<file path="config.mk">
export PLATFORM = sky130hd
export DESIGN_NAME = command_ack_tracker
export DESIGN_NICKNAME = d
export VERILOG_FILES = /design/src/design/cmdack_pkg.sv /design/src/design/cmdack_cfg.sv /design/src/design/cmdack_core.sv /design/src/design/command_ack_tracker.sv
export VERILOG_INCLUDE_DIRS = /design/src /design/src/design
export SDC_FILE = /design/constraint.sdc
export NUM_CORES = 1
export LEC_CHECK = 0
export BUFFER_PORTS_ARGS = -buffer_cell sky130_fd_sc_hd__buf_2
export CORE_MARGIN = 5
export CORE_UTILIZATION = 55
export DETAILED_ROUTE_END_ITERATION = 6
export PLACE_DENSITY = 0.73
export SLEW_MARGIN = 20
export SYNTH_ARGS = -nofsm -noshare
export SYNTH_HDL_FRONTEND = slang
export SYNTH_SLANG_ARGS = --single-unit
</file>
<file path="constraint.sdc">
create_clock -name clk -period 9.5 [get_ports clk]
set_input_delay 2.375 -clock clk [delete_from_list [all_inputs] [get_ports clk]]
set_output_delay 2.375 -clock clk [all_outputs]
set_load 0.02 [all_outputs]
</file>
<file path="src/design/command_ack_tracker_assert.svh">
// Assertion macros used by the core design file of the acknowledgement tracker.
// Each macro expects signals named clk and rst_n in the including scope.
`ifndef COMMAND_ACK_TRACKER_ASSERT_SVH
`define COMMAND_ACK_TRACKER_ASSERT_SVH

// The consequent must hold in the same cycle as the antecedent.
`define CMDACK_ASSERT_IMP(label, ante, cons, msg) \
    label: assert property (@(posedge clk) disable iff (!rst_n) (ante) |-> (cons)) \
        else $error(msg);

// The consequent must hold in the cycle after the antecedent.
`define CMDACK_ASSERT_NXT(label, ante, cons, msg) \
    label: assert property (@(posedge clk) disable iff (!rst_n) (ante) |=> (cons)) \
        else $error(msg);

// The expression must hold at every clock edge out of reset.
`define CMDACK_ASSERT_ALW(label, expr, msg) \
    label: assert property (@(posedge clk) disable iff (!rst_n) (expr)) \
        else $error(msg);

`endif

</file>
<file path="src/design/cmdack_pkg.sv">
`default_nettype none

package cmdack_pkg;

    // Largest number of commands in one batch.
    localparam int MAX_COMMANDS = 64;
    // Width of the elapsed tick counter; it saturates at its top value.
    localparam int TICK_BITS = 16;
    // Width of the quiet window end point (elapsed plus quiet ticks).
    localparam int QEND_W = TICK_BITS + 1;

    localparam int ACK_W  = 7;
    localparam int DL_W   = 16;
    localparam int QT_W   = 16;
    localparam int CAP_W  = 13;
    localparam int DATA_W = 16;

    localparam logic [TICK_BITS-1:0] TICK_MAX = {TICK_BITS{1'b1}};

    localparam logic [7:0] CHAR_CR   = 8'h0D;
    localparam logic [7:0] CHAR_LF   = 8'h0A;
    localparam logic [7:0] CHAR_PLUS = 8'h2B;

    typedef enum logic [1:0] {
        KIND_START = 2'd0,
        KIND_BYTE  = 2'd1,
        KIND_TICK  = 2'd2
    } kind_t;

    typedef enum logic [1:0] {
        CFG_EXPECTED = 2'd0,
        CFG_DEADLINE = 2'd1,
        CFG_QUIET    = 2'd2,
        CFG_MAX_BYTES = 2'd3
    } cfg_index_t;

    typedef enum logic [1:0] {
        OUT_PENDING    = 2'd0,
        OUT_SUCCESS    = 2'd1,
        OUT_UNRESOLVED = 2'd2,
        OUT_FAILURE    = 2'd3
    } outcome_t;

    typedef enum logic [3:0] {
        RSN_NONE       = 4'd0,
        RSN_EMPTY      = 4'd1,
        RSN_BOUNDS     = 4'd2,
        RSN_BYTE_CAP   = 4'd3,
        RSN_BAD_LINE   = 4'd4,
        RSN_EXTRA_ACK  = 4'd5,
        RSN_QUIET_LATE = 4'd6,
        RSN_PARTIAL    = 4'd7,
        RSN_ACK_TMO    = 4'd8,
        RSN_QUIET_TMO  = 4'd9
    } reason_t;

    // Line assembly state, one-hot.
    typedef enum logic [2:0] {
        LINE_EMPTY = 3'b001,
        LINE_PLUS  = 3'b010,
        LINE_OTHER = 3'b100
    } line_t;

    typedef struct packed {
        logic [ACK_W-1:0] expected_acks;
        logic [DL_W-1:0]  ack_deadline_ticks;
        logic [QT_W-1:0]  quiet_ticks;
        logic [CAP_W-1:0] max_reply_bytes;
    } cfg_t;

    typedef struct packed {
        logic             done;
        outcome_t         outcome;
        reason_t          reason;
        logic [ACK_W-1:0] acks;
    } result_t;

endpackage

`default_nettype wire

</file>
<file path="src/design/cmdack_cfg.sv">
`default_nettype none

module cmdack_cfg (
    input  wire logic                       clk,
    input  wire logic                       rst_n,
    input  wire logic                       cfg_valid,
    output logic                            cfg_ready,
    input  wire logic [1:0]                 cfg_index,
    input  wire logic [cmdack_pkg::DATA_W-1:0] cfg_data,
    output cmdack_pkg::cfg_t                cfg
);
    import cmdack_pkg::*;

    cfg_t cfg_reg;
    cfg_t cfg_next;

    // Writes are always taken.
    assign cfg_ready = 1'b1;

    always_comb
    begin
        cfg_next = cfg_reg;
        if (cfg_valid)
        begin
            case (cfg_index_t'(cfg_index))
                CFG_EXPECTED:  cfg_next.expected_acks      = cfg_data[ACK_W-1:0];
                CFG_DEADLINE:  cfg_next.ack_deadline_ticks = cfg_data[DL_W-1:0];
                CFG_QUIET:     cfg_next.quiet_ticks        = cfg_data[QT_W-1:0];
                CFG_MAX_BYTES: cfg_next.max_reply_bytes    = cfg_data[CAP_W-1:0];
                default:       cfg_next = cfg_reg;
            endcase
        end
    end

    always_ff @(posedge clk or negedge rst_n)
    begin
        if (!rst_n)
        begin
            cfg_reg.expected_acks      <= ACK_W'(1);
            cfg_reg.ack_deadline_ticks <= DL_W'(100);
            cfg_reg.quiet_ticks        <= QT_W'(10);
            cfg_reg.max_reply_bytes    <= CAP_W'(256);
        end
        else
        begin
            cfg_reg <= cfg_next;
        end
    end

    assign cfg = cfg_reg;

endmodule

`default_nettype wire

</file>
<file path="src/design/cmdack_core.sv">
`default_nettype none

module cmdack_core (
    input  wire logic                  clk,
    input  wire logic                  rst_n,
    input  wire logic                  fire,
    input  wire logic [1:0]            kind,
    input  wire logic [7:0]            rx_byte,
    input  wire cmdack_pkg::cfg_t      cfg,
    output cmdack_pkg::result_t        res
);
    import cmdack_pkg::*;

    `include "command_ack_tracker_assert.svh"

    logic                 active_reg,  active_next;
    logic [ACK_W-1:0]     ack_reg,     ack_next;
    logic [CAP_W-1:0]     bytes_reg,   bytes_next;
    line_t                line_reg,    line_next;
    logic [TICK_BITS-1:0] elapsed_reg, elapsed_next;
    logic                 armed_reg,   armed_next;
    logic [QEND_W-1:0]    qend_reg,    qend_next;

    // One bit wider than the count so that an extra ack past the largest
    // expected value is still seen as extra.
    logic [ACK_W:0]       ack_inc;
    logic [ACK_W:0]       expected_ext;
    logic [TICK_BITS-1:0] elapsed_inc;
    logic [QEND_W-1:0]    qend_calc;
    logic [QEND_W-1:0]    deadline_ext;
    logic                 is_eol;

    assign ack_inc      = {1'b0, ack_reg} + (ACK_W+1)'(1);
    assign expected_ext = {1'b0, cfg.expected_acks};
    assign elapsed_inc  = (elapsed_reg == TICK_MAX) ? elapsed_reg
                                                    : elapsed_reg + TICK_BITS'(1);
    assign qend_calc    = QEND_W'(elapsed_reg) + QEND_W'(cfg.quiet_ticks);
    assign deadline_ext = QEND_W'(cfg.ack_deadline_ticks);
    assign is_eol       = (rx_byte == CHAR_CR) || (rx_byte == CHAR_LF);

    always_comb
    begin
        active_next  = active_reg;
        ack_next     = ack_reg;
        bytes_next   = bytes_reg;
        line_next    = line_reg;
        elapsed_next = elapsed_reg;
        armed_next   = armed_reg;
        qend_next    = qend_reg;

        res.done    = 1'b0;
        res.outcome = OUT_PENDING;
        res.reason  = RSN_NONE;
        res.acks    = ack_reg;

        if (fire)
        begin
            case (kind_t'(kind))
                KIND_START:
                begin
                    // A new start drops whatever was running.
                    active_next  = 1'b0;
                    ack_next     = '0;
                    bytes_next   = '0;
                    line_next    = LINE_EMPTY;
                    elapsed_next = '0;
                    armed_next   = 1'b0;
                    qend_next    = '0;
                    res.acks     = '0;
                    if (cfg.expected_acks == '0)
                    begin
                        res.done    = 1'b1;
                        res.outcome = OUT_FAILURE;
                        res.reason  = RSN_EMPTY;
                    end
                    else if (32'(cfg.expected_acks) > MAX_COMMANDS
                             || cfg.ack_deadline_ticks == '0
                             || cfg.max_reply_bytes == '0)
                    begin
                        res.done    = 1'b1;
                        res.outcome = OUT_FAILURE;
                        res.reason  = RSN_BOUNDS;
                    end
                    else
                    begin
                        active_next = 1'b1;
                    end
                end
                KIND_BYTE:
                begin
                    if (active_reg)
                    begin
                        if (bytes_reg >= cfg.max_reply_bytes)
                        begin
                            res.done    = 1'b1;
                            res.outcome = OUT_UNRESOLVED;
                            res.reason  = RSN_BYTE_CAP;
                        end
                        else
                        begin
                            bytes_next = bytes_reg + CAP_W'(1);
                            if (!is_eol)
                            begin
                                line_next = (line_reg == LINE_EMPTY && rx_byte == CHAR_PLUS)
                                            ? LINE_PLUS : LINE_OTHER;
                            end
                            else if (line_reg != LINE_PLUS)
                            begin
                                res.done    = 1'b1;
                                res.outcome = OUT_UNRESOLVED;
                                res.reason  = RSN_BAD_LINE;
                            end
                            else
                            begin
                                line_next = LINE_EMPTY;
                                ack_next  = ack_inc[ACK_W-1:0];
                                res.acks  = ack_inc[ACK_W-1:0];
                                if (ack_inc > expected_ext)
                                begin
                                    res.done    = 1'b1;
                                    res.outcome = OUT_UNRESOLVED;
                                    res.reason  = RSN_EXTRA_ACK;
                                end
                                else if (ack_inc == expected_ext)
                                begin
                                    qend_next = qend_calc;
                                    if (qend_calc > deadline_ext)
                                    begin
                                        res.done    = 1'b1;
                                        res.outcome = OUT_UNRESOLVED;
                                        res.reason  = RSN_QUIET_LATE;
                                    end
                                    else
                                    begin
                                        armed_next = 1'b1;
                                    end
                                end
                            end
                        end
                    end
                end
                KIND_TICK:
                begin
                    if (active_reg)
                    begin
                        elapsed_next = elapsed_inc;
                        if (QEND_W'(elapsed_inc) >= deadline_ext)
                        begin
                            res.done    = 1'b1;
                            res.outcome = OUT_UNRESOLVED;
                            if (line_reg != LINE_EMPTY)
                            begin
                                res.reason = RSN_PARTIAL;
                            end
                            else if (ack_reg != cfg.expected_acks)
                            begin
                                res.reason = RSN_ACK_TMO;
                            end
                            else
                            begin
                                res.reason = RSN_QUIET_TMO;
                            end
                        end
                        else if (armed_reg && ack_reg == cfg.expected_acks
                                 && QEND_W'(elapsed_inc) >= qend_reg)
                        begin
                            res.done    = 1'b1;
                            res.outcome = OUT_SUCCESS;
                        end
                    end
                end
                default:
                begin
                    active_next = active_reg;
                end
            endcase
            if (res.done)
            begin
                active_next = 1'b0;
            end
        end
    end

    always_ff @(posedge clk or negedge rst_n)
    begin
        if (!rst_n)
        begin
            active_reg  <= 1'b0;
            ack_reg     <= '0;
            bytes_reg   <= '0;
            line_reg    <= LINE_EMPTY;
            elapsed_reg <= '0;
            armed_reg   <= 1'b0;
            qend_reg    <= '0;
        end
        else
        begin
            active_reg  <= active_next;
            ack_reg     <= ack_next;
            bytes_reg   <= bytes_next;
            line_reg    <= line_next;
            elapsed_reg <= elapsed_next;
            armed_reg   <= armed_next;
            qend_reg    <= qend_next;
        end
    end

    // A finished transaction always carries a final outcome.
    `CMDACK_ASSERT_IMP(a_done_has_outcome, res.done, res.outcome != OUT_PENDING,
        "done without outcome")
    // Items that end nothing report pending with no reason.
    `CMDACK_ASSERT_IMP(a_pending_clean, !res.done,
        res.outcome == OUT_PENDING && res.reason == RSN_NONE,
        "pending result carries a reason")
    // At most one acknowledgement beyond the largest batch is ever counted.
    `CMDACK_ASSERT_ALW(a_ack_bound, 32'(ack_reg) <= MAX_COMMANDS + 1,
        "ack count out of range")
    // A start always clears the acknowledgement count and the byte count.
    `CMDACK_ASSERT_NXT(a_start_clears, fire && kind == KIND_START,
        ack_reg == '0 && bytes_reg == '0, "start did not clear counters")

endmodule

`default_nettype wire

</file>
<file path="src/design/command_ack_tracker.sv">
// Channel   Direction  Handshake             Payload
// in        request    in_valid / in_stall   kind, rx_byte
// out       result     out_valid / out_stall done_res, outcome, reason, acks_seen
// cfg       write      cfg_valid / cfg_ready cfg_index, cfg_data
//
// Every request produces exactly one result via the input and result registers.
// A new request can be taken every cycle while in_stall is low; the tracker
// state is updated by the core as a request moves from the input register to the
// result register. rst_n clears the configuration to its defaults and the tracker
// to idle. A stalled result holds in the result register while one more request
// waits in the input register; in_stall rises only when both are full.
`default_nettype none

module command_ack_tracker (
    input  wire logic                          clk,
    input  wire logic                          rst_n,
    input  wire logic                          in_valid,
    output logic                               in_stall,
    input  wire logic [1:0]                    kind,
    input  wire logic [7:0]                    rx_byte,
    output logic                               out_valid,
    input  wire logic                          out_stall,
    output logic                               done_res,
    output logic [1:0]                         outcome,
    output logic [3:0]                         reason,
    output logic [6:0]                         acks_seen,
    input  wire logic                          cfg_valid,
    output logic                               cfg_ready,
    input  wire logic [1:0]                    cfg_index,
    input  wire logic [cmdack_pkg::DATA_W-1:0] cfg_data
);
    import cmdack_pkg::*;

    cfg_t    cfg;
    result_t res;

    // Input register holding one request.
    logic       s1_valid_reg, s1_valid_next;
    logic [1:0] kind_reg;
    logic [7:0] byte_reg;

    // Result register.
    logic    out_valid_reg, out_valid_next;
    result_t res_reg;

    logic in_take;
    logic fire;

    // The held request moves on when the result register is free or being drained.
    assign fire     = s1_valid_reg && (!out_valid_reg || !out_stall);
    assign in_stall = s1_valid_reg && !fire;
    assign in_take  = in_valid && !in_stall;

    assign s1_valid_next  = in_take || (s1_valid_reg && !fire);
    assign out_valid_next = fire || (out_valid_reg && out_stall);

    cmdack_cfg u_cfg (
        .clk       (clk),
        .rst_n     (rst_n),
        .cfg_valid (cfg_valid),
        .cfg_ready (cfg_ready),
        .cfg_index (cfg_index),
        .cfg_data  (cfg_data),
        .cfg       (cfg)
    );

    cmdack_core u_core (
        .clk     (clk),
        .rst_n   (rst_n),
        .fire    (fire),
        .kind    (kind_reg),
        .rx_byte (byte_reg),
        .cfg     (cfg),
        .res     (res)
    );

    always_ff @(posedge clk or negedge rst_n)
    begin
        if (!rst_n)
        begin
            s1_valid_reg  <= 1'b0;
            out_valid_reg <= 1'b0;
        end
        else
        begin
            s1_valid_reg  <= s1_valid_next;
            out_valid_reg <= out_valid_next;
        end
    end

    // Payload registers need no reset.
    always_ff @(posedge clk)
    begin
        if (in_take)
        begin
            kind_reg <= kind;
            byte_reg <= rx_byte;
        end
        if (fire)
        begin
            res_reg <= res;
        end
    end

    assign out_valid = out_valid_reg;
    assign done_res  = res_reg.done;
    assign outcome   = res_reg.outcome;
    assign reason    = res_reg.reason;
    assign acks_seen = res_reg.acks;

endmodule

`default_nettype wire

</file>
==> reports/qor.json, run 1 <==
{
  "layout": {
    "final-instance-count-excl-fill": 1163,
    "multi_input_area_um2": 4760,
    "layout.nets": 1055,
    "largest_reg_flops": 52,
    "n_antenna_cell": 0,
    "layout.area.seq_um2": 3530,
    "drive_gt1_share_pct": 17.3,
    "layout-area-overhead-vs-synth_pct": 12.1,
    "layout.filler_cells": 1306
  },
  "power_and_ir_drop": {
    "cellPowerDensity_nw_per_um2": 188,
    "total_power_mw": 1.83,
    "vdd_drop_max_mv": 0.125,
    "leakage_nw": 4.52
  },
  "run_status": {
    "violations": "design-rule violations",
    "run_status": "complete, but fails checks"
  },
  "route": {
    "wire_per_inst_um": 18.0,
    "number_of_search_and_repair_iterations_in_the_first_detailed_routing_pass": 7,
    "drc": 5,
    "drt_iter0_drc": 537,
    "routed-via-count": 6863,
    "route.detailed.vias_per_inst": 5.90,
    "final_antenna_net_count": 0,
    "drt-total-wl_um": 20900
  },
  "clocking": {
    "tritoncts": "built",
    "worst_setup_hold_path_clk_slew_ns": 0.06,
    "clk_root_buffer_cell": "sky130_fd_sc_hd__clkbuf_16",
    "tritoncts.num_buffers": 17,
    "cts.sink_count": 136,
    "cts_max_level": 4,
    "ctsLongestPathBuffers": 2,
    "post-cts-setup-buffer-count": 0,
    "ctsHoldBuffers": 0,
    "clkLatencyLatePin_ns": 0.42,
    "post_cts_resize_count": 0
  },
  "global_route": {
    "gr-total-overflow": 0,
    "grt_start_max_net_pins": 82,
    "first_pass_grt_wire_length_um": 33900,
    "antenna_found_initial": 0,
    "grt_pass1_vias": 6558,
    "grt_usage_pct": 23.7
  },
  "flow_run": {
    "timing.max_cap.violations": 0
  },
  "floorplan": {
    "fp.dieW_um": 136,
    "start_util_pct": 55.3,
    "placementRows": 46,
    "die-height_um": 136,
    "ios": 50,
    "core_um2": 15700,
    "die_footprint_um2": 18400
  },
  "yosys": {
    "synth.most_common_cell": "sky130_fd_sc_hd__dfrtp_1",
    "synth.ff_latch_count": 136,
    "post_synth_instance_area_um2": 8690,
    "postSynthCellCount": 887,
    "yosysUniqueCellTypes": 75,
    "synth_top_cell_by_area": "sky130_fd_sc_hd__dfrtp_1",
    "synth_edf_count": 24,
    "synth_top_area_share_pct": 29.9,
    "yosysWarningCount": 0,
    "synth.yosys.seq_area_share_pct": 40.7,
    "syn-mean-instance-area_um2": 9.80,
    "synth_area_leaders": "sky130_fd_sc_hd__dfrtp_1, sky130_fd_sc_hd__ha_1, sky130_fd_sc_hd__edfxtp_1, sky130_fd_sc_hd__mux2_2, sky130_fd_sc_hd__nand2_1",
    "synthesis.nets": 1008,
    "postSynth.asyncResetShare_pct": 82.4,
    "synth-main-ff-cell": "sky130_fd_sc_hd__dfrtp_1",
    "ys_top_cells_by_count": "sky130_fd_sc_hd__dfrtp_1, sky130_fd_sc_hd__ha_1, sky130_fd_sc_hd__nand2_1"
  },
  "timing": {
    "finalWorstPathRequiredPeriod_ns": 5.15,
    "final.period_utilization_pct": 54.2,
    "worst_slew_pin_slew_ns": 0.998,
    "fmaxAchievable_ghz": 0.194,
    "timing.setup.tns_ns": 0,
    "report.final.slew_viol_count": 0,
    "number_of_endpoints_failing_setup_at_the_final_stage": 0,
    "grt_setup_unrepaired": "false",
    "finClkSkew_ns": 0.0101,
    "final_hold_slack_ns": 0.486,
    "hold_violations": 0,
    "slew-limit-headroom_pct": 33.2
  },
  "critical_path": {
    "critPathMaxFanout": 3,
    "timing.critical_path.to_type": "output port",
    "timing.setup.critical_path_class": "primary input to output port",
    "largest_incremental_delay_on_the_critical_path_ns": 0.15,
    "worst-endpoint-required_ns": 7.13,
    "critical_path.cell_chain": "buf_2 -> nand3_1 -> inv_1 -> buf_2",
    "start_kind": "primary input",
    "timing.critical_path.slowest_stage_cell": "sky130_fd_sc_hd__buf_2",
    "worstRegToRegCells": 16,
    "timing.critical_path.mode_cell": "sky130_fd_sc_hd__buf_2",
    "regToRegSetupSlack_ns": 5.05,
    "cp_data_arrival_time_ns": 2.78
  },
  "place": {
    "post-place-cells": 1131,
    "finalWeightedCongestion": 0.922,
    "port-buffer-count": 48,
    "hpwlAfterDp_um": 16100
  },
  "min_path": {
    "min-delay-path-class": "flop to flop",
    "min_delay_path_depth": 2
  }
}
## cell families after synthesis
logic type | share of synthesized area (%)
adder cells (fa/ha/maj) | 12.9
buffers and inverters | 4.64
multiplexers | 6.48
AO/OA/AOI/OAI | 16.0
other | 0.0431
AND/OR/NAND/NOR | 14.8
XOR/XNOR | 4.53
flip-flops | 40.7
## layout by cell type (no fill, tap or decap), types with 24 or more instances in the layout
cell,instances
sky130_fd_sc_hd__a21oi_1,37
sky130_fd_sc_hd__buf_2,47
sky130_fd_sc_hd__dfrtp_1,104
sky130_fd_sc_hd__edfxtp_1,24
sky130_fd_sc_hd__ha_1,87
sky130_fd_sc_hd__inv_1,74
sky130_fd_sc_hd__mux2_2,50
sky130_fd_sc_hd__nand2_1,83
sky130_fd_sc_hd__nand3_1,29
sky130_fd_sc_hd__nor2_1,52
sky130_fd_sc_hd__o21ai_0,49
sky130_fd_sc_hd__xnor2_1,27
## through the flow
stage | setup slack [ns] | utilization [%] | area (µm²)
finish | 4.35 | 62.0 | 9740
global route | 4.31 | 62.0 | 9740
CTS | 4.34 | 62.0 | 9740
detailed placement | 4.34 | 58.1 | 9130
global placement | 4.35 | 58.1 | 9130
floorplan | 4.50 | - | 8690
## cell type report
class / count / area share [%]
Tap cell: 216 / 2.77
Inverter: 75 / 2.89
Sequential cell: 136 / 36.3
Timing Repair Buffer: 54 / 2.99
Multi-Input combinational cell: 650 / 48.9
Clock inverter: 12 / 1.43
Clock buffer: 20 / 4.80
## path summary, 6_finish.rpt
check                                            from             endpoint
worst max-delay path                        out_stall             in_stall
worst min-delay path               u_core.qend_reg[4]   u_core.qend_reg[4]
worst max register to register  u_core.elapsed_reg[0]             done_res
worst min register to register     u_core.qend_reg[4]   u_core.qend_reg[4]
max in group asynchronous                       rst_n  u_core.bytes_reg[4]
min in group asynchronous                       rst_n   u_core.qend_reg[4]
## where the power goes
group / internal [mW] / switching, mW / total [mW] / leakage [nW]
clock network: 0.412 / 0.261 / 0.673 / 0.297
logic: 0.181 / 0.238 / 0.419 / 2.57
registers: 0.670 / 0.0647 / 0.735 / 1.65
## worst max-delay path: cells and delay by family
kind | cells | cell delay [ns]
buffers and inverters | 3 | 0.29
and+or+nand+nor | 1 | 0.11
## routing by layer
layer / part of all wire [%] / global-route usage (%)
met4: 2.3 / 7.67
met3: 7.1 / 5.35
met1: 46 / 34.2
met2: 44 / 35.7
met5: 0 / 0
(Power assumes the default switching activity.)
==> run 2: changes to the inputs <==
--- a/config.mk
+++ b/config.mk
@@ -6,6 +6,7 @@
 export SDC_FILE = /design/constraint.sdc
 export NUM_CORES = 1
 export LEC_CHECK = 0
+export ABC_AREA = 1
 export BUFFER_PORTS_ARGS = -buffer_cell sky130_fd_sc_hd__buf_2
 export CORE_MARGIN = 5
 export CORE_UTILIZATION = 55
==> constraint.sdc (replaced) <==
create_clock -name clk -period 5.2 [get_ports clk]
set_input_delay 1.3 -clock clk [delete_from_list [all_inputs] [get_ports clk]]
set_output_delay 1.3 -clock clk [all_outputs]
set_load 0.02 [all_outputs]
==> run 2 against run 1 <==
  * The flow now finishes without violations
  * Clock skew decreased by 0.00074 ns
  * Combinational power rose by 130%
  * Largest cell class unchanged
  * Die area grew 1.9%
==> reports/qor.json, run 2 <==
{
  "run_status": {
    "run_status": {"value": "finished, final reports clean", "change": "was complete, but fails checks"}
  },
  "critical_path": {
    "start_kind": {"value": "flop", "change": "was primary input"},
    "timing.rr.start": {"value": "u_core.elapsed_reg[0]", "change": "unchanged"},
    "cp.buffers_inverters": {"value": 3, "change": "unchanged"},
    "largest_incremental_delay_on_the_critical_path": {"value": 0.44, "unit": "ns", "change": "was 0.15 ns"},
    "startpoint": {"value": "u_core.elapsed_reg[0]", "change": "was out_stall"},
    "worstRegToRegCells": {"value": 26, "change": "was 16"},
    "timing.critical_path.mode_cell": {"value": "sky130_fd_sc_hd__nand2_1", "change": "was sky130_fd_sc_hd__buf_2"},
    "path_delay_family": {"value": "simple AND/OR/NAND/NOR gates", "change": "was buffers and inverters"},
    "cp_data_arrival_time": {"value": 4.30, "unit": "ns", "change": "was 2.78 ns"},
    "timing.critical_path.to_type": {"value": "flop", "change": "was output port"},
    "regToRegSetupSlack": {"value": 1.06, "unit": "ns", "change": "was 5.05 ns"},
    "critPathMaxFanout": {"value": 6, "change": "was 3"},
    "timing.critical_path.depth": {"value": 26, "change": "was 4"},
    "worst-endpoint-required": {"value": 5.35, "unit": "ns", "change": "was 7.13 ns"},
    "crit_path_end": {"value": "outcome[1]", "change": "was in_stall"},
    "worst_r2r_endpoint": {"value": "outcome[1]", "change": "was done_res"},
    "timing.setup.critical_path_class": {"value": "flop to flop", "change": "was primary input to output port"},
    "timing.critical_path.slowest_stage_cell": {"value": "sky130_fd_sc_hd__dfrtp_1", "change": "was sky130_fd_sc_hd__buf_2"}
  },
  "place": {
    "dp_worst_setup_slack": {"value": 1.11, "unit": "ns", "change": "was 4.34 ns"},
    "finalWeightedCongestion": {"value": 0.973, "change": "was 0.922"},
    "port-buffer-count": {"value": 48, "change": "unchanged"},
    "hpwlAfterDp": {"value": 16800, "unit": "µm", "change": "was 16,100 µm"}
  },
  "timing": {
    "finalWorstPathRequiredPeriod_ns": 4.14,
    "fmaxAchievable_ghz": 0.241,
    "number_of_endpoints_failing_setup_at_the_final_stage": {"value": 0, "change": "unchanged"},
    "final.period_utilization_pct": 79.7,
    "finClkSkew": {"value": 0.00937, "unit": "ns", "change": "was 0.0101 ns"},
    "grt_setup_unrepaired": {"value": "false", "change": "unchanged"},
    "hold_violations": {"value": 0, "change": "unchanged"},
    "timing.final.ws_setup": {"value": 1.06, "unit": "ns", "change": "was 4.35 ns"},
    "timing.setup.tns": {"value": 0, "unit": "ns", "change": "unchanged"},
    "worst_slew_pin_slew": {"value": 0.985, "unit": "ns", "change": "was 0.998 ns"},
    "slew-limit-headroom": {"value": 34.1, "unit": "%", "change": "was 33.2%"},
    "report.final.slew_viol_count": {"value": 0, "change": "unchanged"}
  },
  "clocking": {
    "worst_setup_hold_path_clk_slew": {"value": 0.06, "unit": "ns", "change": "about the same"},
    "cts_max_level": {"value": 4, "change": "unchanged"},
    "ctsHoldBuffers": {"value": 0, "change": "unchanged"},
    "post_cts_resize_count": {"value": 0, "change": "unchanged"},
    "tritoncts": {"value": "built", "change": "unchanged"},
    "tritoncts.num_buffers": {"value": 17, "change": "unchanged"},
    "post-cts-setup-buffer-count": {"value": 0, "change": "unchanged"},
    "ctsLongestPathBuffers": {"value": 2, "change": "unchanged"},
    "cts.sink_count": {"value": 136, "change": "unchanged"},
    "clkLatencyLatePin": {"value": 0.43, "unit": "ns", "change": "was 0.42 ns"},
    "clk_root_buffer_cell": {"value": "sky130_fd_sc_hd__clkbuf_16", "change": "unchanged"}
  },
  "route": {
    "drt_iter0_drc": {"value": 692, "change": "was 537"},
    "routed-via-count": {"value": 7382, "change": "was 6,863"},
    "route.detailed.vias_per_inst": {"value": 5.51, "change": "was 5.90"},
    "drc": {"value": 0, "change": "was 5"},
    "number_of_search_and_repair_iterations_in_the_first_detailed_routing_pass": {"value": 5, "change": "was 7"},
    "final_antenna_net_count": {"value": 0, "change": "unchanged"},
    "wire_per_inst": {"value": 16.3, "unit": "µm", "change": "was 18.0 µm"},
    "drt-total-wl": {"value": 21800, "unit": "µm", "change": "was 20,900 µm"}
  },
  "yosys": {
    "syn-mean-instance-area": {"value": 8.37, "unit": "µm²", "change": "was 9.80 µm²"},
    "synth_edf_count": {"value": 24, "change": "unchanged"},
    "ys_top_cells_by_count": {"value": "sky130_fd_sc_hd__nand2_1, sky130_fd_sc_hd__inv_1, sky130_fd_sc_hd__dfrtp_1", "change": "was sky130_fd_sc_hd__dfrtp_1, sky130_fd_sc_hd__ha_1, sky130_fd_sc_hd__nand2_1"},
    "yosysUniqueCellTypes": {"value": 55, "change": "was 75"},
    "synth.yosys.seq_area_share": {"value": 39.8, "unit": "%", "change": "was 40.7%"},
    "post_synth_instance_area": {"value": 8870, "unit": "µm²", "change": "was 8690 µm²"},
    "synth_top_cell_by_area": {"value": "sky130_fd_sc_hd__dfrtp_1", "change": "unchanged"},
    "postSynthCellCount": {"value": 1060, "change": "was 887"},
    "synth.ff_latch_count": {"value": 136, "change": "unchanged"},
    "synth_area_leaders": {"value": "sky130_fd_sc_hd__dfrtp_1, sky130_fd_sc_hd__ha_1, sky130_fd_sc_hd__nand2_1, sky130_fd_sc_hd__edfxtp_1, sky130_fd_sc_hd__inv_1", "change": "was sky130_fd_sc_hd__dfrtp_1, sky130_fd_sc_hd__ha_1, sky130_fd_sc_hd__edfxtp_1, sky130_fd_sc_hd__mux2_2, sky130_fd_sc_hd__nand2_1"},
    "yosysWarningCount": {"value": 0, "change": "unchanged"},
    "synthesis.nets": {"value": 1181, "change": "was 1,008"},
    "synth.most_common_cell": {"value": "sky130_fd_sc_hd__nand2_1", "change": "was sky130_fd_sc_hd__dfrtp_1"},
    "synth-main-ff-cell": {"value": "sky130_fd_sc_hd__dfrtp_1", "change": "unchanged"},
    "postSynth.asyncResetShare": {"value": 82.4, "unit": "%", "change": "unchanged"},
    "synth_top_area_share": {"value": 29.3, "unit": "%", "change": "was 29.9%"}
  },
  "min_path": {
    "min-delay-path-class": {"value": "flop to flop", "change": "unchanged"}
  },
  "floorplan": {
    "ios": {"value": 50, "change": "unchanged"},
    "start_util": {"value": 56.0, "unit": "%", "change": "was 55.3%"},
    "core": {"value": 15800, "unit": "µm²", "change": "was 15,700 µm²"},
    "fp.dieW": {"value": 137, "unit": "µm", "change": "was 136 µm"},
    "placementRows": {"value": 46, "change": "unchanged"},
    "die_footprint": {"value": 18800, "unit": "µm²", "change": "was 18,400 µm²"},
    "die-height": {"value": 137, "unit": "µm", "change": "was 136 µm"}
  },
  "layout": {
    "drive_gt1_share": {"value": 12.7, "unit": "%", "change": "was 17.3%"},
    "n_antenna_cell": {"value": 0, "change": "unchanged"},
    "largest_reg_flops": {"value": 52, "change": "unchanged"},
    "layout.nets": {"value": 1232, "change": "was 1,055"},
    "layout-area-overhead-vs-synth": {"value": 11.7, "unit": "%", "change": "was 12.1%"},
    "mostFrequentLayoutCell": {"value": "sky130_fd_sc_hd__nand2_1", "change": "was sky130_fd_sc_hd__dfrtp_1"},
    "utilization": {"value": 62.6, "unit": "%", "change": "was 62.0%"},
    "most_used_cells_in_the_layout_excluding_fill_and_tap_cells": {"value": "sky130_fd_sc_hd__nand2_1, sky130_fd_sc_hd__inv_1, sky130_fd_sc_hd__dfrtp_1", "change": "was sky130_fd_sc_hd__dfrtp_1, sky130_fd_sc_hd__ha_1, sky130_fd_sc_hd__nand2_1"}
  },
  "global_route": {
    "grt_pass1_vias": {"value": 6940, "change": "was 6,558"},
    "antenna_found_initial": {"value": 0, "change": "unchanged"},
    "grt_start_max_net_pins": {"value": 46, "change": "was 82"},
    "gr-total-overflow": {"value": 0, "change": "unchanged"},
    "grt_usage": {"value": 24.5, "unit": "%", "change": "was 23.7%"},
    "first_pass_grt_wire_length": {"value": 35600, "unit": "µm", "change": "was 33,900 µm"}
  },
  "power_and_ir_drop": {
    "leakage": {"value": 4.94, "unit": "nW", "change": "was 4.52 nW"},
    "vdd_drop_max": {"value": 0.258, "unit": "mV", "change": "was 0.125 mV"},
    "cellPowerDensity": {"value": 358, "unit": "nW/µm²", "change": "was 188 nW/µm²"}
  },
  "flow_run": {
    "timing.max_cap.violations": {"value": 0, "change": "unchanged"}
  }
}
[run 2: cell types whose count changed in the layout (fill, tap and decap cells not counted), moves of 15 or more]
cell | previous run | this run
sky130_fd_sc_hd__and3_1 | 15 | 0
sky130_fd_sc_hd__mux2_2 | 50 | 0
sky130_fd_sc_hd__o21ai_0 | 49 | 99
sky130_fd_sc_hd__a21oi_1 | 37 | 63
sky130_fd_sc_hd__inv_1 | 74 | 158
sky130_fd_sc_hd__nand2_1 | 83 | 198
sky130_fd_sc_hd__xnor2_1 | 27 | 9
[run 2: logic make-up (layout without fill, tap and decap cells)]
group,Yosys count,in the layout,synth area share [%]
other,1,1,0.0423
XOR/XNOR,32,32,3.16
AND/OR/NAND/NOR,379,379,20.5
AO/OA/AOI/OAI,236,236,15.6
adder cells (fa/ha/maj),88,88,12.5
flip-flops,136,136,39.8
buffers and inverters,188,252,8.33
[run 2: metal layers]
metal  track usage (%)  vias to the layer above  wire length, µm
li1                  -                     3688                -
met1              38.0                     3419            10600
met2              35.2                      245             9400
met3              4.19                       30             1510
met4              6.76                        0              325
met5                 0                        -                0
[run 2: worst min-delay path: stages, from the launching register on]
cell	delay [ns]
sky130_fd_sc_hd__dfrtp_1	0.34
sky130_fd_sc_hd__inv_1	0.06
sky130_fd_sc_hd__nand2_1	0.06
[run 2: stage by stage]
step / std cells / area [µm²] / power [mW] / hold slack (ns)
6_report: 1340 / 9900 / 3.55 / 0.494
5_1_grt: 1340 / 9900 / 3.76 / 0.511
4_1_cts: 1340 / 9900 / 3.55 / 0.490
3_5_place_dp: 1308 / 9320 / 2.35 / 0.483
3_3_place_gp: 1308 / 9310 / 2.32 / 0.472
2_1_floorplan: 1060 / 8870 / 2.06 / 0.453
[run 2: worst min-delay path by stage]
| stage | end | cells after the start | slack (ns) | startpoint |
|---|---|---|---|---|
| finish | out_valid | 2 | 0.49 | s1_valid_reg |
| global route | out_valid | 2 | 0.51 | s1_valid_reg |
| CTS | out_valid | 2 | 0.49 | s1_valid_reg |
| detailed placement | u_cfg.cfg[12] | 2 | 0.48 | u_cfg.cfg[12] |
| global placement | u_cfg.cfg[12] | 2 | 0.47 | u_cfg.cfg[12] |
| floorplan | u_cfg.cfg[12] | 2 | 0.45 | u_cfg.cfg[12] |
[run 2: power breakdown]
part | switching, mW | leakage [nW] | internal, mW
Clock | 0.485 | 0.271 | 0.711
Sequential | 0.121 | 1.67 | 1.25
Combinational | 0.617 | 2.99 | 0.359
[run 2: final cells by class]
class | instances | area, µm²
fillers | 1373 | 5930
clock buffers | 19 | 433
flip-flops and latches | 136 | 3530
repair buffers | 53 | 280
multi-input cells | 736 | 4610
clock inverters | 13 | 148
inverters | 167 | 632
well taps | 216 | 270
==> run 3: changes to the inputs <==
==> constraint.sdc (replaced) <==
create_clock -name clk -period 4.2 [get_ports clk]
set_input_delay 1.05 -clock clk [delete_from_list [all_inputs] [get_ports clk]]
set_output_delay 1.05 -clock clk [all_outputs]
set_load 0.02 [all_outputs]
==> run 3 against run 2 <==
  * Largest cell class unchanged
  * Clock power increased by 20%
  * Fmax is 8.1% higher
  * Worst hold slack gained 0.0039 ns
  * Worst setup slack worse by 0.69 ns
  * Critical path type unchanged
  * Critical path depth is the same
  * Register-to-register slack lost 0.69 ns
  * Routed wire length grew 0.52%
  * Highest routed layer unchanged
  * Critical endpoint unchanged
==> reports/qor.json, run 3 (synthesized netlist as in run 2, its figures left out) <==
{
  "layout": {
    "most_used_cells_in_the_layout_excluding_fill_and_tap_cells": {"value": "sky130_fd_sc_hd__nand2_1, sky130_fd_sc_hd__inv_1, sky130_fd_sc_hd__dfrtp_1", "change": "unchanged"},
    "layout.area.seq": {"value": 3530, "unit": "µm²", "change": "about the same"},
    "layout.nets": {"value": 1237, "change": "was 1,232"},
    "drive_gt1_share": {"value": 13.7, "unit": "%", "change": "was 12.7%"},
    "n_antenna_cell": {"value": 0, "change": "unchanged"},
    "utilization": {"value": 62.9, "unit": "%", "change": "was 62.6%"},
    "mostFrequentLayoutCell": {"value": "sky130_fd_sc_hd__nand2_1", "change": "unchanged"},
    "layout.filler_cells": {"value": 1369, "change": "was 1,373"},
    "largest_reg_flops": {"value": 52, "change": "unchanged"},
    "layout-area-overhead-vs-synth": {"value": 12.2, "unit": "%", "change": "was 11.7%"},
    "multi_input_area": {"value": 4630, "unit": "µm²", "change": "was 4610 µm²"}
  },
  "clocking": {
    "ctsHoldBuffers": {"value": 0, "change": "unchanged"},
    "ctsLongestPathBuffers": {"value": 2, "change": "unchanged"},
    "worst_setup_hold_path_clk_slew": {"value": 0.06, "unit": "ns", "change": "about the same"},
    "tritoncts": {"value": "built", "change": "unchanged"},
    "clkLatencyLatePin": {"value": 0.42, "unit": "ns", "change": "was 0.43 ns"},
    "cts.sink_count": {"value": 136, "change": "unchanged"},
    "clk_root_buffer_cell": {"value": "sky130_fd_sc_hd__clkbuf_16", "change": "unchanged"},
    "cts_max_level": {"value": 4, "change": "unchanged"},
    "tritoncts.num_buffers": {"value": 17, "change": "unchanged"}
  },
  "route": {
    "drt-total-wl": {"value": 21900, "unit": "µm", "change": "was 21,800 µm"},
    "routed-via-count": {"value": 7483, "change": "was 7,382"},
    "final_antenna_net_count": {"value": 0, "change": "unchanged"},
    "route.detailed.vias_per_inst": {"value": 5.56, "change": "was 5.51"},
    "drc": {"value": 0, "change": "unchanged"},
    "drt_iter0_drc": {"value": 617, "change": "was 692"},
    "wire_per_inst": {"value": 16.3, "unit": "µm", "change": "about the same"},
    "routed_length_on_met2": {"value": 9630, "unit": "µm", "change": "was 9400 µm"},
    "detailroute.wirelength.met3": {"value": 1410, "unit": "µm", "change": "was 1510 µm"},
    "number_of_search_and_repair_iterations_in_the_first_detailed_routing_pass": {"value": 7, "change": "was 5"},
    "dr.max_layer_used": {"value": "met4", "change": "unchanged"},
    "detail_route.wirelength.met1": {"value": 10500, "unit": "µm", "change": "was 10,600 µm"}
  },
  "critical_path": {
    "timing.setup.critical_path_class": {"value": "flop to flop", "change": "unchanged"},
    "cp_data_arrival_time": {"value": 3.98, "unit": "ns", "change": "was 4.30 ns"},
    "start_kind": {"value": "flop", "change": "unchanged"},
    "timing.rr.start": {"value": "u_cfg.cfg[14]", "change": "was u_core.elapsed_reg[0]"},
    "worst-endpoint-required": {"value": 4.35, "unit": "ns", "change": "was 5.35 ns"},
    "worstRegToRegCells": {"value": 26, "change": "unchanged"},
    "regToRegSetupSlack": {"value": 0.37, "unit": "ns", "change": "was 1.06 ns"},
    "worst_r2r_endpoint": {"value": "outcome[1]", "change": "unchanged"},
    "timing.critical_path.to_type": {"value": "flop", "change": "unchanged"},
    "critPathMaxFanout": {"value": 3, "change": "was 6"}
  },
  "timing": {
    "grt_setup_unrepaired": {"value": "false", "change": "unchanged"},
    "slew-limit-headroom": {"value": 32.7, "unit": "%", "change": "was 34.1%"},
    "report.final.slew_viol_count": {"value": 0, "change": "unchanged"},
    "timing.final.ws_setup": {"value": 0.368, "unit": "ns", "change": "was 1.06 ns"},
    "final_hold_slack": {"value": 0.497, "unit": "ns", "change": "was 0.494 ns"},
    "finalWorstPathRequiredPeriod": {"value": 3.83, "unit": "ns", "change": "was 4.14 ns"},
    "timing.setup.tns": {"value": 0, "unit": "ns", "change": "unchanged"},
    "worst_slew_pin_slew": {"value": 1.01, "unit": "ns", "change": "was 0.985 ns"},
    "fmaxAchievable": {"value": 0.261, "unit": "GHz", "change": "was 0.241 GHz"},
    "finClkSkew": {"value": 0.00892, "unit": "ns", "change": "was 0.00937 ns"},
    "final.period_utilization": {"value": 91.2, "unit": "%", "change": "was 79.7%"},
    "number_of_endpoints_failing_setup_at_the_final_stage": {"value": 0, "change": "unchanged"},
    "hold_violations": {"value": 0, "change": "unchanged"}
  },
  "min_path": {
    "min_delay_path_depth": {"value": 2, "change": "unchanged"},
    "timing.hold.worst.start": {"value": "u_cfg.cfg[26]", "change": "was s1_valid_reg"},
    "min-delay-path-class": {"value": "flop to flop", "change": "unchanged"},
    "whs_endpoint": {"value": "u_cfg.cfg[26]", "change": "was out_valid"}
  },
  "run_status": {
    "run_status": {"value": "finished, final reports clean", "change": "unchanged"}
  },
  "floorplan": {
    "ios": {"value": 50, "change": "unchanged"},
    "die_footprint": {"value": 18800, "unit": "µm²", "change": "unchanged"},
    "placementRows": {"value": 46, "change": "unchanged"},
    "die-height": {"value": 137, "unit": "µm", "change": "unchanged"},
    "start_util": {"value": 56.0, "unit": "%", "change": "unchanged"},
    "fp.dieW": {"value": 137, "unit": "µm", "change": "unchanged"},
    "core": {"value": 15800, "unit": "µm²", "change": "unchanged"}
  },
  "power_and_ir_drop": {
    "cellPowerDensity": {"value": 438, "unit": "nW/µm²", "change": "was 358 nW/µm²"},
    "vdd_drop_max": {"value": 0.300, "unit": "mV", "change": "was 0.258 mV"},
    "leakage": {"value": 4.96, "unit": "nW", "change": "was 4.94 nW"}
  },
  "place": {
    "dp_worst_setup_slack": {"value": 0.129, "unit": "ns", "change": "was 1.11 ns"},
    "hpwlAfterDp": {"value": 16900, "unit": "µm", "change": "was 16,800 µm"},
    "finalWeightedCongestion": {"value": 0.987, "change": "was 0.973"},
    "port-buffer-count": {"value": 48, "change": "unchanged"}
  },
  "global_route": {
    "antenna_found_initial": {"value": 0, "change": "unchanged"},
    "grt_pass1_vias": {"value": 6920, "change": "was 6,940"},
    "gr-total-overflow": {"value": 0, "change": "unchanged"},
    "first_pass_grt_wire_length": {"value": 35500, "unit": "µm", "change": "was 35,600 µm"},
    "grt_start_max_net_pins": {"value": 63, "change": "was 46"},
    "grt_usage": {"value": 24.4, "unit": "%", "change": "was 24.5%"}
  },
  "flow_run": {
    "timing.max_cap.violations": {"value": 0, "change": "unchanged"}
  }
}
run 3: cell types whose count changed in the layout (fill, tap and decap cells not counted), sizes merged:
| cell | before | now |
|---|---|---|
| bufinv | 2 | 1 |
| inv | 168 | 172 |
| buf | 53 | 58 |
| clkinv | 6 | 5 |
| clkbuf | 19 | 17 |
run 3: layout make-up:
cell class / instances / share of cell area [%]
multi-input combinational: 736 / 46.5
clock buffer: 17 / 4.27
tap: 216 / 2.72
clock inverter: 15 / 1.41
inverter: 167 / 6.35
sequential: 136 / 35.5
timing repair buffer: 58 / 3.19
run 3: per-stage QoR:
step           cells  area (µm²)  total power, mW
6_report        1345        9950             4.36
5_1_grt         1345        9950             4.63
4_1_cts         1342        9890             4.35
3_5_place_dp    1310        9330             2.91
3_3_place_gp    1310        9330             2.87
2_1_floorplan   1060        8870             2.55
run 3: per-layer routing:
layer | global-route usage, % | vias up
met1 | 36.9 | 3518
met3 | 4.01 | 33
met5 | 0 | -
met4 | 7.26 | 0
met2 | 35.9 | 234
li1 | - | 3698
run 3: critical path, stage by stage (launching register included):
cell	delay (ns)
sky130_fd_sc_hd__dfstp_2	0.54
sky130_fd_sc_hd__inv_1	0.06
sky130_fd_sc_hd__fa_2	0.39
sky130_fd_sc_hd__nand3b_1	0.18
sky130_fd_sc_hd__nand2_2	0.10
sky130_fd_sc_hd__a21oi_2	0.07
sky130_fd_sc_hd__o21ai_2	0.18
sky130_fd_sc_hd__a21oi_2	0.09
sky130_fd_sc_hd__o21bai_1	0.19
sky130_fd_sc_hd__buf_4	0.15
sky130_fd_sc_hd__xor2_2	0.17
sky130_fd_sc_hd__inv_1	0.06
sky130_fd_sc_hd__ha_1	0.31
sky130_fd_sc_hd__inv_1	0.09
sky130_fd_sc_hd__nor3_1	0.05
sky130_fd_sc_hd__nor3_1	0.18
sky130_fd_sc_hd__nand2_1	0.07
sky130_fd_sc_hd__nand2_1	0.05
sky130_fd_sc_hd__nand2_1	0.04
sky130_fd_sc_hd__nand2_1	0.06
sky130_fd_sc_hd__nand2_1	0.10
sky130_fd_sc_hd__nand3_2	0.09
sky130_fd_sc_hd__nand2_1	0.06
sky130_fd_sc_hd__nand2_1	0.06
sky130_fd_sc_hd__nand2_1	0.05
sky130_fd_sc_hd__nand2_1	0.08
sky130_fd_sc_hd__nand3_1	0.08
run 3: worst max-delay path by stage:
stage,start,end,slack [ns],cells after the start
finish,u_cfg.cfg[14],outcome[1],0.37,26
global route,u_core.elapsed_reg[2],outcome[1],0.01,24
CTS,u_core.elapsed_reg[0],outcome[1],0.12,26
detailed placement,u_core.elapsed_reg[0],outcome[1],0.13,26
global placement,u_core.elapsed_reg[0],outcome[1],0.27,26
floorplan,u_core.elapsed_reg[0],outcome[1],0.61,26
run 3: power by group:
part,switching [mW],internal [mW]
Combinational,0.769,0.457
Sequential,0.145,1.55
Clock,0.612,0.825
Total,1.53,2.83
run 3: repair_timing:
item / in CTS / in global routing
endpoints found under the setup margin: 0 / 5
gates resized for setup: 0 / 8
setup buffers: 0 / 3
